`config.mk`:
```
export PLATFORM = sky130hd
export DESIGN_NAME = aatb_lane
export DESIGN_NICKNAME = d
export VERILOG_FILES = /design/src/hw/rtl/aatb_pkg.sv /design/src/hw/rtl/aatb_lane.sv
export SDC_FILE = /design/constraint.sdc
export NUM_CORES = 2
export LEC_CHECK = 0
export BUFFER_PORTS_ARGS = -buffer_cell sky130_fd_sc_hd__buf_2
export CORE_MARGIN = 8
export CORE_UTILIZATION = 40
export CTS_CLUSTER_SIZE = 8
export DETAILED_ROUTE_END_ITERATION = 7
export PLACE_DENSITY = 0.59
export RECOVER_POWER = 50
export SYNTH_ARGS = -nofsm -noshare
export SYNTH_HDL_FRONTEND = slang
export SYNTH_SLANG_ARGS = --single-unit
export TNS_END_PERCENT = 30
```
`constraint.sdc`:
```
create_clock -name clk -period 7.96 [get_ports clk]
set_input_delay 0.796 -clock clk [delete_from_list [all_inputs] [get_ports clk]]
set_output_delay 0.796 -clock clk [all_outputs]
set_load 0.03 [all_outputs]
```
`src/hw/rtl/aatb_pkg.sv`:
```
// Package: shared constants for the transformed-box bound core.
package aatb_pkg;

	localparam int COORD_WIDTH_DEF = 32;
	localparam int COEF_WIDTH_DEF  = 24;
	localparam int FRAC_BITS       = 16;
	localparam int NUM_LANES       = 3;

endpackage

```
`src/hw/rtl/aatb_lane.sv`:
```
// Lane: multiplies one matrix entry by both source corners, floors, orders the pair.
module aatb_lane
	import aatb_pkg::*;
#(
	parameter int COORD_WIDTH = COORD_WIDTH_DEF,
	parameter int COEF_WIDTH  = COEF_WIDTH_DEF,
	localparam int PROD_WIDTH = COORD_WIDTH + COEF_WIDTH,
	localparam int TERM_WIDTH = PROD_WIDTH - FRAC_BITS
) (
	input  logic                         clk,
	input  logic signed [COORD_WIDTH-1:0] a_min,
	input  logic signed [COORD_WIDTH-1:0] a_max,
	input  logic signed [COEF_WIDTH-1:0]  coef,
	output logic signed [TERM_WIDTH-1:0]  term_lo_s2,
	output logic signed [TERM_WIDTH-1:0]  term_hi_s2
);

	logic signed [PROD_WIDTH-1:0] prod_min;
	logic signed [PROD_WIDTH-1:0] prod_max;
	logic signed [PROD_WIDTH-1:0] prod_min_s1;
	logic signed [PROD_WIDTH-1:0] prod_max_s1;
	logic signed [TERM_WIDTH-1:0] pa;
	logic signed [TERM_WIDTH-1:0] pb;

	assign prod_min = a_min * coef;
	assign prod_max = a_max * coef;

	always_ff @(posedge clk) begin
		prod_min_s1 <= prod_min;
		prod_max_s1 <= prod_max;
	end

	// arithmetic drop of fraction bits = floor
	assign pa = prod_min_s1[PROD_WIDTH-1:FRAC_BITS];
	assign pb = prod_max_s1[PROD_WIDTH-1:FRAC_BITS];

	always_ff @(posedge clk) begin
		if (pa < pb) begin
			term_lo_s2 <= pa;
			term_hi_s2 <= pb;
		end else begin
			term_lo_s2 <= pb;
			term_hi_s2 <= pa;
		end
	end

endmodule

```
## Word level (Yosys, flattened, before mapping)

Index checks and enable logic that the tools add are counted.

| word-level totals | value |
|---|---|
| flip-flop bits (word level) | 192 |
| bits in latches | 0 |
| bits in writable memories | 0 |
| memory bits (read-only) | 0 |
| input port bits | 89 |
| output and inout bits | 80 |
| word-level logic and storage cells | 9 |
| memories kept | 0 |

| cells by class | value |
|---|---|
| $add $sub $neg | 0 |
| $mul | 2 |
| div/mod/pow operators | 0 |
| $lt $le $gt $ge | 1 |
| eq/ne operators | 0 |
| shift-type cells | 0 |
| multiplexer cells | 2 |
| bitwise operators | 0 |
| reductions and logical operators | 0 |

Operators by type and width:

| cell | number |
|---|---|
| $mul A32 B24 Y56 | 2 |
| $mux W40 | 2 |
| $lt A40 B40 Y1 | 1 |

## Logic depth before layout (Yosys ltp)

| logic depth | value |
|---|---|
| depth in word-level cells | 2 |
| mapped depth | 29 |
| gate-level depth less buffers | 26 |

## Worst setup path before layout

OpenSTA, ideal clock, no wires.

| timing path | value |
|---|---|
| path type | input-to-reg |
| from | in coef[3] |
| to | reg prod_min_s1[55] |
| library setup time | 0.072 ns |
| data arrival time | 7.442 ns |
| required time | 7.888 ns |
| setup slack | 0.446 ns |
| cell stages on the path | 24 |
| path buffers | 2 |
| path through | clkbuf_1 clkbuf_1 nand2_1 inv_1 fa_1 fa_1 inv_1 fa_1 inv_1 fa_1 fa_1 fa_1 fa_1 ha_1 a21oi_1 o21bai_1 a21oi_1 o21ai_0 a21o_1 nand2_1 o21ai_2 or4_1 a31oi_1 xnor2_1 |

| on the way | value |
|---|---|
| cells in the longest elaborated chain, start to end | 1 |

RTL lines:

| item | RTL line | text |
|---|---|---|
| start: declaration | aatb_lane.sv:13 | `input logic signed [COEF_WIDTH-1:0] coef,` |
| $mul A32 B24 Y56 | aatb_lane.sv:25 | `assign prod_min = a_min * coef;` |
| via prod_min[55] | aatb_lane.sv:18 | `logic signed [PROD_WIDTH-1:0] prod_min;` |
| end signal: assignment | aatb_lane.sv:29 | `prod_min_s1 <= prod_min;` |
| end: declaration | aatb_lane.sv:20 | `logic signed [PROD_WIDTH-1:0] prod_min_s1;` |

The timed path passes the listed nets, and every way through them passes these cells.

## Final worst setup path

| timing path | value |
|---|---|
| from | in coef[0] |
| to | reg prod_max_s1[40] |

| on the way | value |
|---|---|
| cells in the longest elaborated chain, start to end | 1 |

RTL lines:

| item | RTL line | text |
|---|---|---|
| $mul A32 B24 Y56 | aatb_lane.sv:26 | `assign prod_max = a_max * coef;` |
| via prod_max[40] | aatb_lane.sv:19 | `logic signed [PROD_WIDTH-1:0] prod_max;` |
| end signal: assignment | aatb_lane.sv:30 | `prod_max_s1 <= prod_max;` |
| end: declaration | aatb_lane.sv:21 | `logic signed [PROD_WIDTH-1:0] prod_max_s1;` |

The timed path passes the listed nets, and every way through them passes these cells.

==> flow_metrics.env <==
export IMPL_cts_made_buffers=17
export IMPL_synthTopCellsByArea="fa_1, inv_1, and2_1"
export IMPL_drive_gt1_share_pct=6.10
export IMPL_yosys_register_bits=160
export IMPL_clk_latency_ns=0.50
export IMPL_cap_violations=2
export IMPL_nFillCells=14382
export IMPL_drc_errors=0
export IMPL_yosysTopAreaCellShare_pct=53.8
export IMPL_ys_flop_type="dfxtp_1"
export IMPL_hold_end="term_lo_s2[22]"
export IMPL_gp_congestion=0.879
export IMPL_postCtsSetupBuffers=0
export IMPL_die_h_um=398
export IMPL_fin_crit_sh_pct=96.2
export IMPL_violations="capacitance limit, slew limit"
export IMPL_vias=40506
export IMPL_stdcell_count=8143
export IMPL_r2r_start="prod_max_s1[31]"
export IMPL_dr_pass1_iters=5
export IMPL_netlist_instances=6159
export IMPL_grt_pass1_wl_mm=258
export IMPL_clk_pin_slew_worst_paths_ns=0.07
export IMPL_cts_tree="done"
export IMPL_hold_path_class="register to register"
export IMPL_clk_path_buf_depth=2
export IMPL_ctsHoldBuffers=0
export IMPL_crit_fanout=12
export IMPL_die_area_sq_um=158000
export IMPL_post_cts_resized=0
export IMPL_worst_pin_slew_ns=2.60
export IMPL_synth_edf_count=0
export IMPL_dp_slack_ns=-0.0665
export IMPL_synth_cell_area_sq_um=58200
export IMPL_drt_wl_total_mm=156
export IMPL_hold_viol_final=0
export IMPL_r2r_end="term_hi_s2[5]"
export IMPL_drt_iter0_markers=2007
export IMPL_viasPerCell=4.97
export IMPL_ioPinCount=169
export IMPL_worstPathRequired_ns=8.33
export IMPL_avgSynthCellArea_sq_um=9.46
export IMPL_finalCriticalPeriod_ns=7.65
export IMPL_min_from="prod_max_s1[38]"
export IMPL_avgRoutedWirePerCell_um=19.2
export IMPL_ff2ff_path_depth=12
export IMPL_cts_sinks=160
export IMPL_worstPathArrival_ns=8.02
export IMPL_holdPathStages=1
export IMPL_status="finished with violations"
export IMPL_finalMaxSlewViolations=81
export IMPL_cp_end_kind="register"
export IMPL_start_kind="primary input"
export IMPL_grt_pass1_vias=47072
export IMPL_dp_cells=8102
export IMPL_skew_ns=0.0305
export IMPL_overflow=0
export IMPL_worst_slack_ns=0.305
export IMPL_syn2layout_area_growth_pct=7.03
export IMPL_root_buffer="clkbuf_16"
export IMPL_yosysMostFrequentCell="inv_1"
export IMPL_crit_type="primary input to register"
export IMPL_synthesis_nets=8143
export IMPL_slew_headroom_pct=-73.2
export IMPL_coreArea_sq_um=145000
export IMPL_cts_htree_levels=4
export IMPL_start_util_pct=40.2
export IMPL_grtUsageTotal_pct=20.9
export IMPL_synthTopCellsByCount="inv_1, fa_1, nand2_1"
export IMPL_rsz0062_at_grt="false"
export IMPL_yosysTopAreaCell="fa_1"
export IMPL_reg2reg_slack_ns=1.62
export IMPL_nets=8188
export IMPL_die_w_um=398
export IMPL_dpl_hpwl_mm=130
export IMPL_synth_warnings=0
export IMPL_grt_max_degree=65
export IMPL_fmax_mhz=131
export IMPL_port_buffers=168
export IMPL_rows=140
export IMPL_antenna_found_initial=20
export IMPL_ys_seq_area_share_pct=5.50
export IMPL_setup_viol=0
export IMPL_synth_async_sr_flop_share_pct=0
export IMPL_yosys_cell_types_count=78
export IMPL_ant_nets=0
[worst max-delay path: stages]
cell and delay, ns:
buf_2 0.19, buf_12 0.18, buf_4 0.14, and2_1 0.17, fa_1 0.56, inv_1 0.07, fa_1 0.51, fa_1 0.48
fa_1 0.55, inv_1 0.05, fa_1 0.51, fa_1 0.49, inv_1 0.05, fa_1 0.47, inv_1 0.04, ha_1 0.37
a21oi_1 0.25, o21ai_0 0.18, or2_2 0.39, o21bai_1 0.18, o21ai_0 0.42, buf_4 0.20, a21oi_1 0.11, a31oi_1 0.19
o21bai_1 0.21, nor2_1 0.11, mux2i_1 0.13
[final cells by class]
type                    instances  area, sq um  share of cell area [%]
well taps                    1917         2400                    3.85
repair buffers                340         2400                    3.85
flip-flops and latches        160         3200                    5.14
diodes                          9         22.5                  0.0361
clock inverters                14          121                   0.195
inverters                    1578         5920                    9.50
multi-input cells            4107        47800                    76.7
clock buffers                  18          429                   0.689
[metal layers]
layer / GRT usage [%] / routed length, um / share of wire, %
met3: 2.59 / 7500 / 4.8
met4: 8.61 / 8110 / 5.2
met5: 0 / 68 / 0.044
met1: 25.3 / 60400 / 39
met2: 37.7 / 79800 / 51
[placed cells by master, fill, tap and decap left out, types with 6 or more instances in the layout]
cell | Yosys | layout
buf_2 | 7 | 88
nor2b_1 | 7 | 7
dfxtp_1 | 160 | 160
buf_12 | 0 | 30
inv_1 | 1577 | 1577
o21ai_0 | 47 | 48
and3_1 | 8 | 8
a31oi_1 | 9 | 9
diode_2 | 0 | 9
buf_4 | 1 | 140
a21o_1 | 52 | 52
fa_1 | 1564 | 1564
o21bai_1 | 20 | 20
inv_6 | 0 | 6
xnor2_1 | 78 | 78
xor2_1 | 28 | 28
mux2_1 | 0 | 15
clkbuf_1 | 293 | 83
nand4_1 | 25 | 25
nand3_1 | 19 | 19
nor2_1 | 104 | 104
nand2_1 | 797 | 797
clkbuf_16 | 0 | 17
nor3_1 | 8 | 8
ha_1 | 331 | 331
mux2_2 | 59 | 59
a211oi_1 | 7 | 8
and2_1 | 716 | 716
o21a_1 | 11 | 11
nand2b_1 | 17 | 17
a21oi_1 | 100 | 99
[worst max-delay path by stage]
stage / slack [ns] / start / depth (start not counted) / endpoint
after CTS: 0.45 / coef[0] / 27 / prod_max_s1[40]
after global routing: 0.01 / coef[0] / 27 / prod_max_s1[40]
after global placement: -0.09 / coef[0] / 27 / prod_max_s1[40]
after detailed placement: -0.07 / coef[0] / 27 / prod_max_s1[40]
final: 0.31 / coef[0] / 27 / prod_max_s1[40]
after floorplan: 0.45 / coef[3] / 24 / prod_min_s1[55]
[through the flow]
stage | util (%) | area [sq um] | hold slack (ns) | TNS, ns
finish | 43.0 | 62300 | 0.509 | 0
global route | 43.0 | 62300 | 0.533 | 0
CTS | 43.1 | 62500 | 0.513 | 0
detailed placement | 42.7 | 61900 | 0.494 | -0.0665
global placement | 42.7 | 61900 | 0.494 | -0.0934
floorplan | - | 58200 | 0.449 | 0
[flip-flops by register name, indices dropped and copies added (netlist names)]
name / count
prod_max_s1: 40
prod_min_s1: 40
term_hi_s2: 40
term_lo_s2: 40
[cells by family after synthesis]
| group | count (synthesis) | synth area share, % |
|---|---|---|
| buffers and inverters | 1892 | 12.3 |
| multiplexers | 80 | 1.67 |
| AO/OA/AOI/OAI | 300 | 3.39 |
| XOR/XNOR | 106 | 1.59 |
| flip-flops | 160 | 5.50 |
| AND/OR/NAND/NOR | 1726 | 14.7 |
| adder cells (fa/ha/maj) | 1895 | 60.9 |
Power is not shown: default switching activity piles up to over one toggle a cycle in this logic, so the estimate is an artifact.
