**config.mk**
```make
export PLATFORM = sky130hd
export DESIGN_NAME = aatb_merge
export DESIGN_NICKNAME = d
export VERILOG_FILES = /design/src/hw/rtl/aatb_pkg.sv /design/src/hw/rtl/aatb_merge.sv
export SDC_FILE = /design/constraint.sdc
export NUM_CORES = 1
export LEC_CHECK = 0
export BUFFER_PORTS_ARGS = -buffer_cell sky130_fd_sc_hd__buf_4
export CORE_ASPECT_RATIO = 1.2
export CORE_MARGIN = 3
export CORE_UTILIZATION = 50
export CTS_BUF_LIST = sky130_fd_sc_hd__clkbuf_4 sky130_fd_sc_hd__clkbuf_8
export CTS_CLUSTER_DIAMETER = 120
export DETAILED_ROUTE_END_ITERATION = 10
export GPL_TIMING_DRIVEN = 0
export PLACE_DENSITY = 0.77
export RECOVER_POWER = 50
export SKIP_LAST_GASP = 1
export SLEW_MARGIN = 20
export SYNTH_ARGS = -nofsm -noshare
export SYNTH_HDL_FRONTEND = slang
export SYNTH_SLANG_ARGS = --single-unit
```
**constraint.sdc**
```tcl
create_clock -name clk -period 6.17 [get_ports clk]
set_clock_uncertainty 0.15 [all_clocks]
set_input_delay 0.617 -clock clk [delete_from_list [all_inputs] [get_ports clk]]
set_output_delay 0.617 -clock clk [all_outputs]
set_load 0.02 [all_outputs]
```
**src/hw/rtl/aatb_pkg.sv**
```systemverilog
// Package: shared constants for the transformed-box bound core.
package aatb_pkg;

	localparam int COORD_WIDTH_DEF = 32;
	localparam int COEF_WIDTH_DEF  = 24;
	localparam int FRAC_BITS       = 16;
	localparam int NUM_LANES       = 3;

endpackage

```
**src/hw/rtl/aatb_merge.sv**
```systemverilog
// Merge: adds offset and lane terms exactly, then saturates both bounds.
module aatb_merge
	import aatb_pkg::*;
#(
	parameter int COORD_WIDTH = COORD_WIDTH_DEF,
	parameter int COEF_WIDTH  = COEF_WIDTH_DEF,
	localparam int TERM_WIDTH = COORD_WIDTH + COEF_WIDTH - FRAC_BITS,
	localparam int BASE_WIDTH = (TERM_WIDTH > COORD_WIDTH) ? TERM_WIDTH : COORD_WIDTH,
	localparam int SUM_WIDTH  = BASE_WIDTH + 3
) (
	input  logic                         clk,
	input  logic signed [COORD_WIDTH-1:0] offset_s2,
	input  logic signed [TERM_WIDTH-1:0]  term_lo_s2 [NUM_LANES],
	input  logic signed [TERM_WIDTH-1:0]  term_hi_s2 [NUM_LANES],
	output logic signed [COORD_WIDTH-1:0] new_min_s3,
	output logic signed [COORD_WIDTH-1:0] new_max_s3,
	output logic                         sat_s3
);

	logic signed [SUM_WIDTH-1:0] sum_lo;
	logic signed [SUM_WIDTH-1:0] sum_hi;
	logic signed [COORD_WIDTH-1:0] lo_clamped;
	logic signed [COORD_WIDTH-1:0] hi_clamped;
	logic lo_ovf;
	logic hi_ovf;

	localparam logic [COORD_WIDTH-1:0] MAX_VAL = {1'b0, {(COORD_WIDTH-1){1'b1}}};
	localparam logic [COORD_WIDTH-1:0] MIN_VAL = {1'b1, {(COORD_WIDTH-1){1'b0}}};

	always_comb begin
		sum_lo = SUM_WIDTH'(offset_s2);
		sum_hi = SUM_WIDTH'(offset_s2);
		for (int i = 0; i < NUM_LANES; i++) begin
			sum_lo = sum_lo + SUM_WIDTH'(term_lo_s2[i]);
			sum_hi = sum_hi + SUM_WIDTH'(term_hi_s2[i]);
		end
	end

	// overflow when bits above the result sign disagree with it
	assign lo_ovf = !((&sum_lo[SUM_WIDTH-1:COORD_WIDTH-1]) || !(|sum_lo[SUM_WIDTH-1:COORD_WIDTH-1]));
	assign hi_ovf = !((&sum_hi[SUM_WIDTH-1:COORD_WIDTH-1]) || !(|sum_hi[SUM_WIDTH-1:COORD_WIDTH-1]));

	assign lo_clamped = lo_ovf ? (sum_lo[SUM_WIDTH-1] ? MIN_VAL : MAX_VAL)
	                           : sum_lo[COORD_WIDTH-1:0];
	assign hi_clamped = hi_ovf ? (sum_hi[SUM_WIDTH-1] ? MIN_VAL : MAX_VAL)
	                           : sum_hi[COORD_WIDTH-1:0];

	always_ff @(posedge clk) begin
		new_min_s3 <= lo_clamped;
		new_max_s3 <= hi_clamped;
		sat_s3     <= lo_ovf | hi_ovf;
	end

endmodule
```
==> Word level (Yosys, flattened, before mapping) <==
Index checks and enable logic that the tools add are counted.
{ "op_classes": {"addsub": 6, "n_mul": 0, "n_div": 0, "n_lt_le_gt_ge": 0, "n_eq_ne": 0, "n_shift": 0, "muxes": 4, "n_bitwise": 1, "n_reduce_logical": 10} }
{ "op_table": {"columns": ["operator", "n"], "rows": [
  ["32-bit 2-to-1 mux", 4],
  ["42-bit by 40-bit adder with 43-bit output", 2],
  ["41-bit by 40-bit adder with 42-bit output", 2],
  ["32-bit by 40-bit adder with 41-bit output", 2],
  ["12-bit AND reduction", 2],
  ["12-bit OR reduction", 2],
  ["1-bit zero test", 4],
  ["1-bit logical OR", 2],
  ["1-bit OR", 1]
]} }
{ "word_totals": {"register_bits": 65, "latch_bits": 0, "ramBits": 0, "rom_bits": 0, "input_bits": 273, "wordCells": 24, "memories": 0} }

==> Longest topological paths before layout <==
{ "logic_depth": {"ltp_word": 8, "ltp_mapped": 17, "depth_no_buf": 16} }

==> Least setup slack after synthesis <==
Ideal clock, no wire load.
{ "synth_timing": {"path_kind": "input-to-reg", "start": "in offset_s2[1]", "end": "reg new_min_s3[0]", "arrival_time_ns": 4.450, "path_slack_ns": 1.456, "stages": 17, "path_cell_list": "inv_1 > fa_1 > fa_1 > inv_1 > ha_1 > fa_1 > a211oi_1 > o21ai_1 > o221ai_1 > a211oi_1 > or3_1 > nand3_1 > a2111oi_0 > and4_1 > a31o_2 > buf_4 > a21o_1"} }
{ "synth_via": {"elab_chain_len": 7} }
{ "synth_rtl": {"columns": ["element", "line", "source"], "rows": [
  ["start: declaration", "aatb_merge.sv:12", "input logic signed [COORD_WIDTH-1:0] offset_s2,"],
  ["32-bit by 40-bit adder with 41-bit output *", "aatb_merge.sv:34", "sum_lo = sum_lo + SUM_WIDTH'(term_lo_s2[i]);"],
  ["41-bit by 40-bit adder with 42-bit output *", "aatb_merge.sv:34", null],
  ["42-bit by 40-bit adder with 43-bit output *", "aatb_merge.sv:34", null],
  ["12-bit OR reduction", "aatb_merge.sv:40", "assign lo_ovf = !((&sum_lo[SUM_WIDTH-1:COORD_WIDTH-1]) || !(|sum_lo[SUM_WIDTH-1:COORD_WIDTH-1]));"],
  ["1-bit zero test", "aatb_merge.sv:40", null],
  ["1-bit logical OR", "aatb_merge.sv:40", null],
  ["32-bit 2-to-1 mux *", "aatb_merge.sv:43", "assign lo_clamped = lo_ovf ? (sum_lo[SUM_WIDTH-1] ? MIN_VAL : MAX_VAL)"],
  ["via lo_clamped[0]", "aatb_merge.sv:22", "logic signed [COORD_WIDTH-1:0] lo_clamped;"],
  ["end signal: assignment", "aatb_merge.sv:49", "new_min_s3 <= lo_clamped;"],
  ["end: declaration", "aatb_merge.sv:15", "output logic signed [COORD_WIDTH-1:0] new_min_s3,"]
]} }
Mark *: on every way through the listed nets, which the timed path passes. The rest lies on a longest branch.

==> Worst setup path in the final report <==
{ "layout_timing": {"start": "in offset_s2[31]", "end": "reg new_min_s3[4]"} }
Same word-level chain as after synthesis.

==> impl_metrics.env <==
export IMPL_hp_class="input port to flop"
export IMPL_drive_gt1_share_pct=19.8
export IMPL_cp_top_family="simple AND/OR/NAND/NOR gates"
export IMPL_fillCellCount=2134
export IMPL_placementRows=61
export IMPL_total_power_uw=5140
export IMPL_htree_levels=3
export IMPL_numCtsBuffers=9
export IMPL_design_die_area_sq_um=26000
export IMPL_top_layer="met5"
export IMPL_critPathArrivalTime_ps=5710
export IMPL_synth_edff_count=0
export IMPL_ant_nets=0
export IMPL_yosys_area_share_simple_pct=12.5
export IMPL_cts_clk_slew_worst_paths_ps=80
export IMPL_syn_num_nets=2018
export IMPL_end_kind="flop"
export IMPL_grt_pass1_wl_um=62100
export IMPL_cts_setup_buffers=0
export IMPL_drt_iter0_markers=557
export IMPL_setup_viol=0
export IMPL_wl_met2_um=19200
export IMPL_maxSlewViolCount=0
export IMPL_maxCapViolCount=0
export IMPL_yosys_mux_area_fraction_pct=0.0830
export IMPL_antenna_found_initial=7
export IMPL_wl_met3_um=3260
export IMPL_area_delta_synth_final_pct=23.9
export IMPL_nets=2366
export IMPL_cp_required_ps=6320
export IMPL_die_height_um=176
export IMPL_synth_largest_area_cell="fa_1"
export IMPL_wl_met1_um=15700
export IMPL_synth_cell_type_count=79
export IMPL_fin_crit_sh_pct=90.1
export IMPL_place_area_sq_um=15000
export IMPL_ios=338
export IMPL_tightest_slew_ps=644
export IMPL_synthFlopType="dfxtp_1"
export IMPL_routed_wl_um=40400
export IMPL_fin_setup_tns_ps=0
export IMPL_ctsResizeCount=0
export IMPL_synth_seq_cells=65
export IMPL_crit_chain="buf_4 -> inv_1 -> fa_1 -> inv_1 -> fa_1 -> ha_1 -> clkbuf_1 -> nand4_1 -> nor4_1 -> o311ai_0 -> a31oi_1 -> nor3_1 -> nor3_1 -> nand4bb_1 -> nor4_1 -> a31o_2 -> buf_4 -> a21o_1"
export IMPL_gp_congestion=0.949
export IMPL_syn_cell_area_sq_um=12100
export IMPL_cts_sinks=65
export IMPL_slowest_delay_ps=630
export IMPL_cts_hold_fix_buffers=0
export IMPL_grt_util_all_layers_pct=30.7
export IMPL_worstHoldPathCells=3
export IMPL_holdPathEnd="new_min_s3[0]"
export IMPL_core_area_sq_um=23400
export IMPL_synthCells=1499
export IMPL_port_buffers=337
export IMPL_cts_tree="built"
export IMPL_synth_seq_area_share_pct=10.8
export IMPL_synth_area_leaders="fa_1 27%, inv_1 12%, dfxtp_1 11%, ha_1 8.7%, a21o_1 4.9%"
export IMPL_status="complete, no violations"
export IMPL_place_detailed_hpwl_um=36200
export IMPL_worstSetupPathType="input port to flop"
export IMPL_relSlewSlack_pct=56.6
export IMPL_ir_drop_v=0.000166
export IMPL_cts_root_buf="clkbuf_8"
export IMPL_power_leakage_uw=0.00789
export IMPL_critPathMaxFanout=11
export IMPL_cp_slowest_cell="fa_1"
export IMPL_worst_path_buf_inv=5
export IMPL_dr_pass1_iters=6
export IMPL_grt_max_degree=12
export IMPL_cts_buffer_depth=2
export IMPL_vias=11500
export IMPL_syn_area_per_cell_sq_um=8.05
export IMPL_synth_top_family_by_area="adder cells"
export IMPL_start_util_pct=51.5
export IMPL_ys_async_sr_fraction_pct=0
export IMPL_wire_per_inst_um=18.6
export IMPL_final_cell_area_sq_um=14900
export IMPL_grt_pass1_vias=11700
export IMPL_min_period_ps=5560
export IMPL_yosysWarnings=0
export IMPL_detail_route_vias_per_cell=5.32
export IMPL_seqCellArea_sq_um=1300
export IMPL_synth_adder_area_share_pct=35.6
export IMPL_die_x_um=148
export IMPL_synth_compound_area_share_pct=21.2
export IMPL_start_kind="input port"
export IMPL_synth_xor_area_share_pct=5.13
export IMPL_gr_total_overflow=0
export IMPL_rsz0062_at_grt="false"
export IMPL_n_antenna_cell=0
export IMPL_multi_input_area_sq_um=8990
export IMPL_powerDensity_nw_per_um2=344
export IMPL_timing_fmax_mhz=180
export IMPL_hold_viol_final=0
export IMPL_drc=0
export IMPL_hold_start="term_lo_s2[80]"
export IMPL_synth_top_area_share_pct=26.9
export IMPL_final_util_pct=63.8
-- registers in the layout (all words and copies together) (netlist names) --
signal,flops
sat_s3,1
new_min_s3,32
new_max_s3,32
-- cells in the final DEF, fill, tap and decap left out, types with 5 or more instances in the layout --
cell and instances:
nor2b_1 12, inv_1 392, buf_6 6, a21oi_1 94, nor4_1 5, nor3_1 20
and2_1 5, fa_1 162, and4_1 10, xnor2_1 40, nand2b_1 5, a31oi_1 13
clkbuf_1 74, nand2_1 99, ha_1 84, nor2_1 57, o21ai_0 51, xor2_1 27
nand3_1 22, o21a_1 13, o211ai_1 16, o22ai_1 6, a21o_1 79, clkbuf_8 10
a41oi_1 6, dfxtp_1 65, nand4_1 27, a211oi_1 14, and3_1 9, buf_2 29
a21oi_2 7, buf_4 276, o21ai_1 15, o21bai_1 12
-- cells by family (layout without fill, tap and decap cells) --
kind of cell / after synthesis / in the layout
flops: 65 / 65
xor+xnor: 69 / 69
compound gates: 377 / 377
fa+ha+maj: 246 / 246
simple gates: 297 / 297
buf+inv: 444 / 797
mux: 1 / 1
-- where the power goes --
part / total, uW / switching [uW] / internal (uW)
logic: 4090 / 2540 / 1550
registers: 657 / 45.5 / 612
clock network: 388 / 178 / 211
-- final cells by class --
class                           count  share of cell area, %
Clock buffer                       13                   1.07
Inverter                          392                   9.85
Buffer                             52                   1.98
Sequential cell                    65                   8.71
Tap cell                          315                   2.64
Clock inverter                      3                  0.268
Timing Repair Buffer              337                   15.3
Multi-Input combinational cell    990                   60.2
-- worst max path at each step --
stage / from / to / slack, ps / cells after the start
floorplan: offset_s2[1] / new_min_s3[0] / 1460 / 17
global placement: offset_s2[31] / new_min_s3[1] / 490 / 18
detailed placement: offset_s2[31] / new_min_s3[9] / 360 / 18
CTS: offset_s2[31] / new_min_s3[9] / 700 / 18
global route: offset_s2[31] / new_min_s3[13] / 290 / 18
finish: offset_s2[31] / new_min_s3[4] / 610 / 18
-- layer usage --
layer | vias to the layer above | GRT usage (%)
met1 | 5335 | 36.7
met2 | 519 | 52.5
li1 | 5555 | -
met3 | 106 | 6.85
met5 | - | 0
met4 | 14 | 14.7
-- cell usage after synthesis, types with 7 or more instances --
| master | instances |
|---|---|
| o21bai_1 | 12 |
| a21o_1 | 79 |
| clkbuf_1 | 9 |
| ha_1 | 84 |
| xnor2_1 | 40 |
| o21ai_1 | 15 |
| nor3_1 | 20 |
| dfxtp_1 | 65 |
| a31oi_1 | 13 |
| a21oi_1 | 94 |
| nand3_1 | 22 |
| a211oi_1 | 14 |
| and4_1 | 10 |
| o21ai_0 | 51 |
| o211ai_1 | 16 |
| o21a_1 | 13 |
| buf_2 | 29 |
| inv_1 | 392 |
| nor2b_1 | 12 |
| nand2_1 | 99 |
| nand4_1 | 27 |
| fa_1 | 162 |
| and3_1 | 9 |
| xor2_1 | 27 |
| nor2_1 | 57 |
| a21oi_2 | 7 |
-- stage by stage --
stage	hold slack, ps	worst slack [ps]	std cells
2_1_floorplan	691	1460	1499
3_3_place_gp	791	487	2151
3_5_place_dp	793	361	2151
4_1_cts	429	700	2167
5_1_grt	453	287	2167
6_report	436	611	2167
No activity file was read; power rests on OpenSTA's default activity.
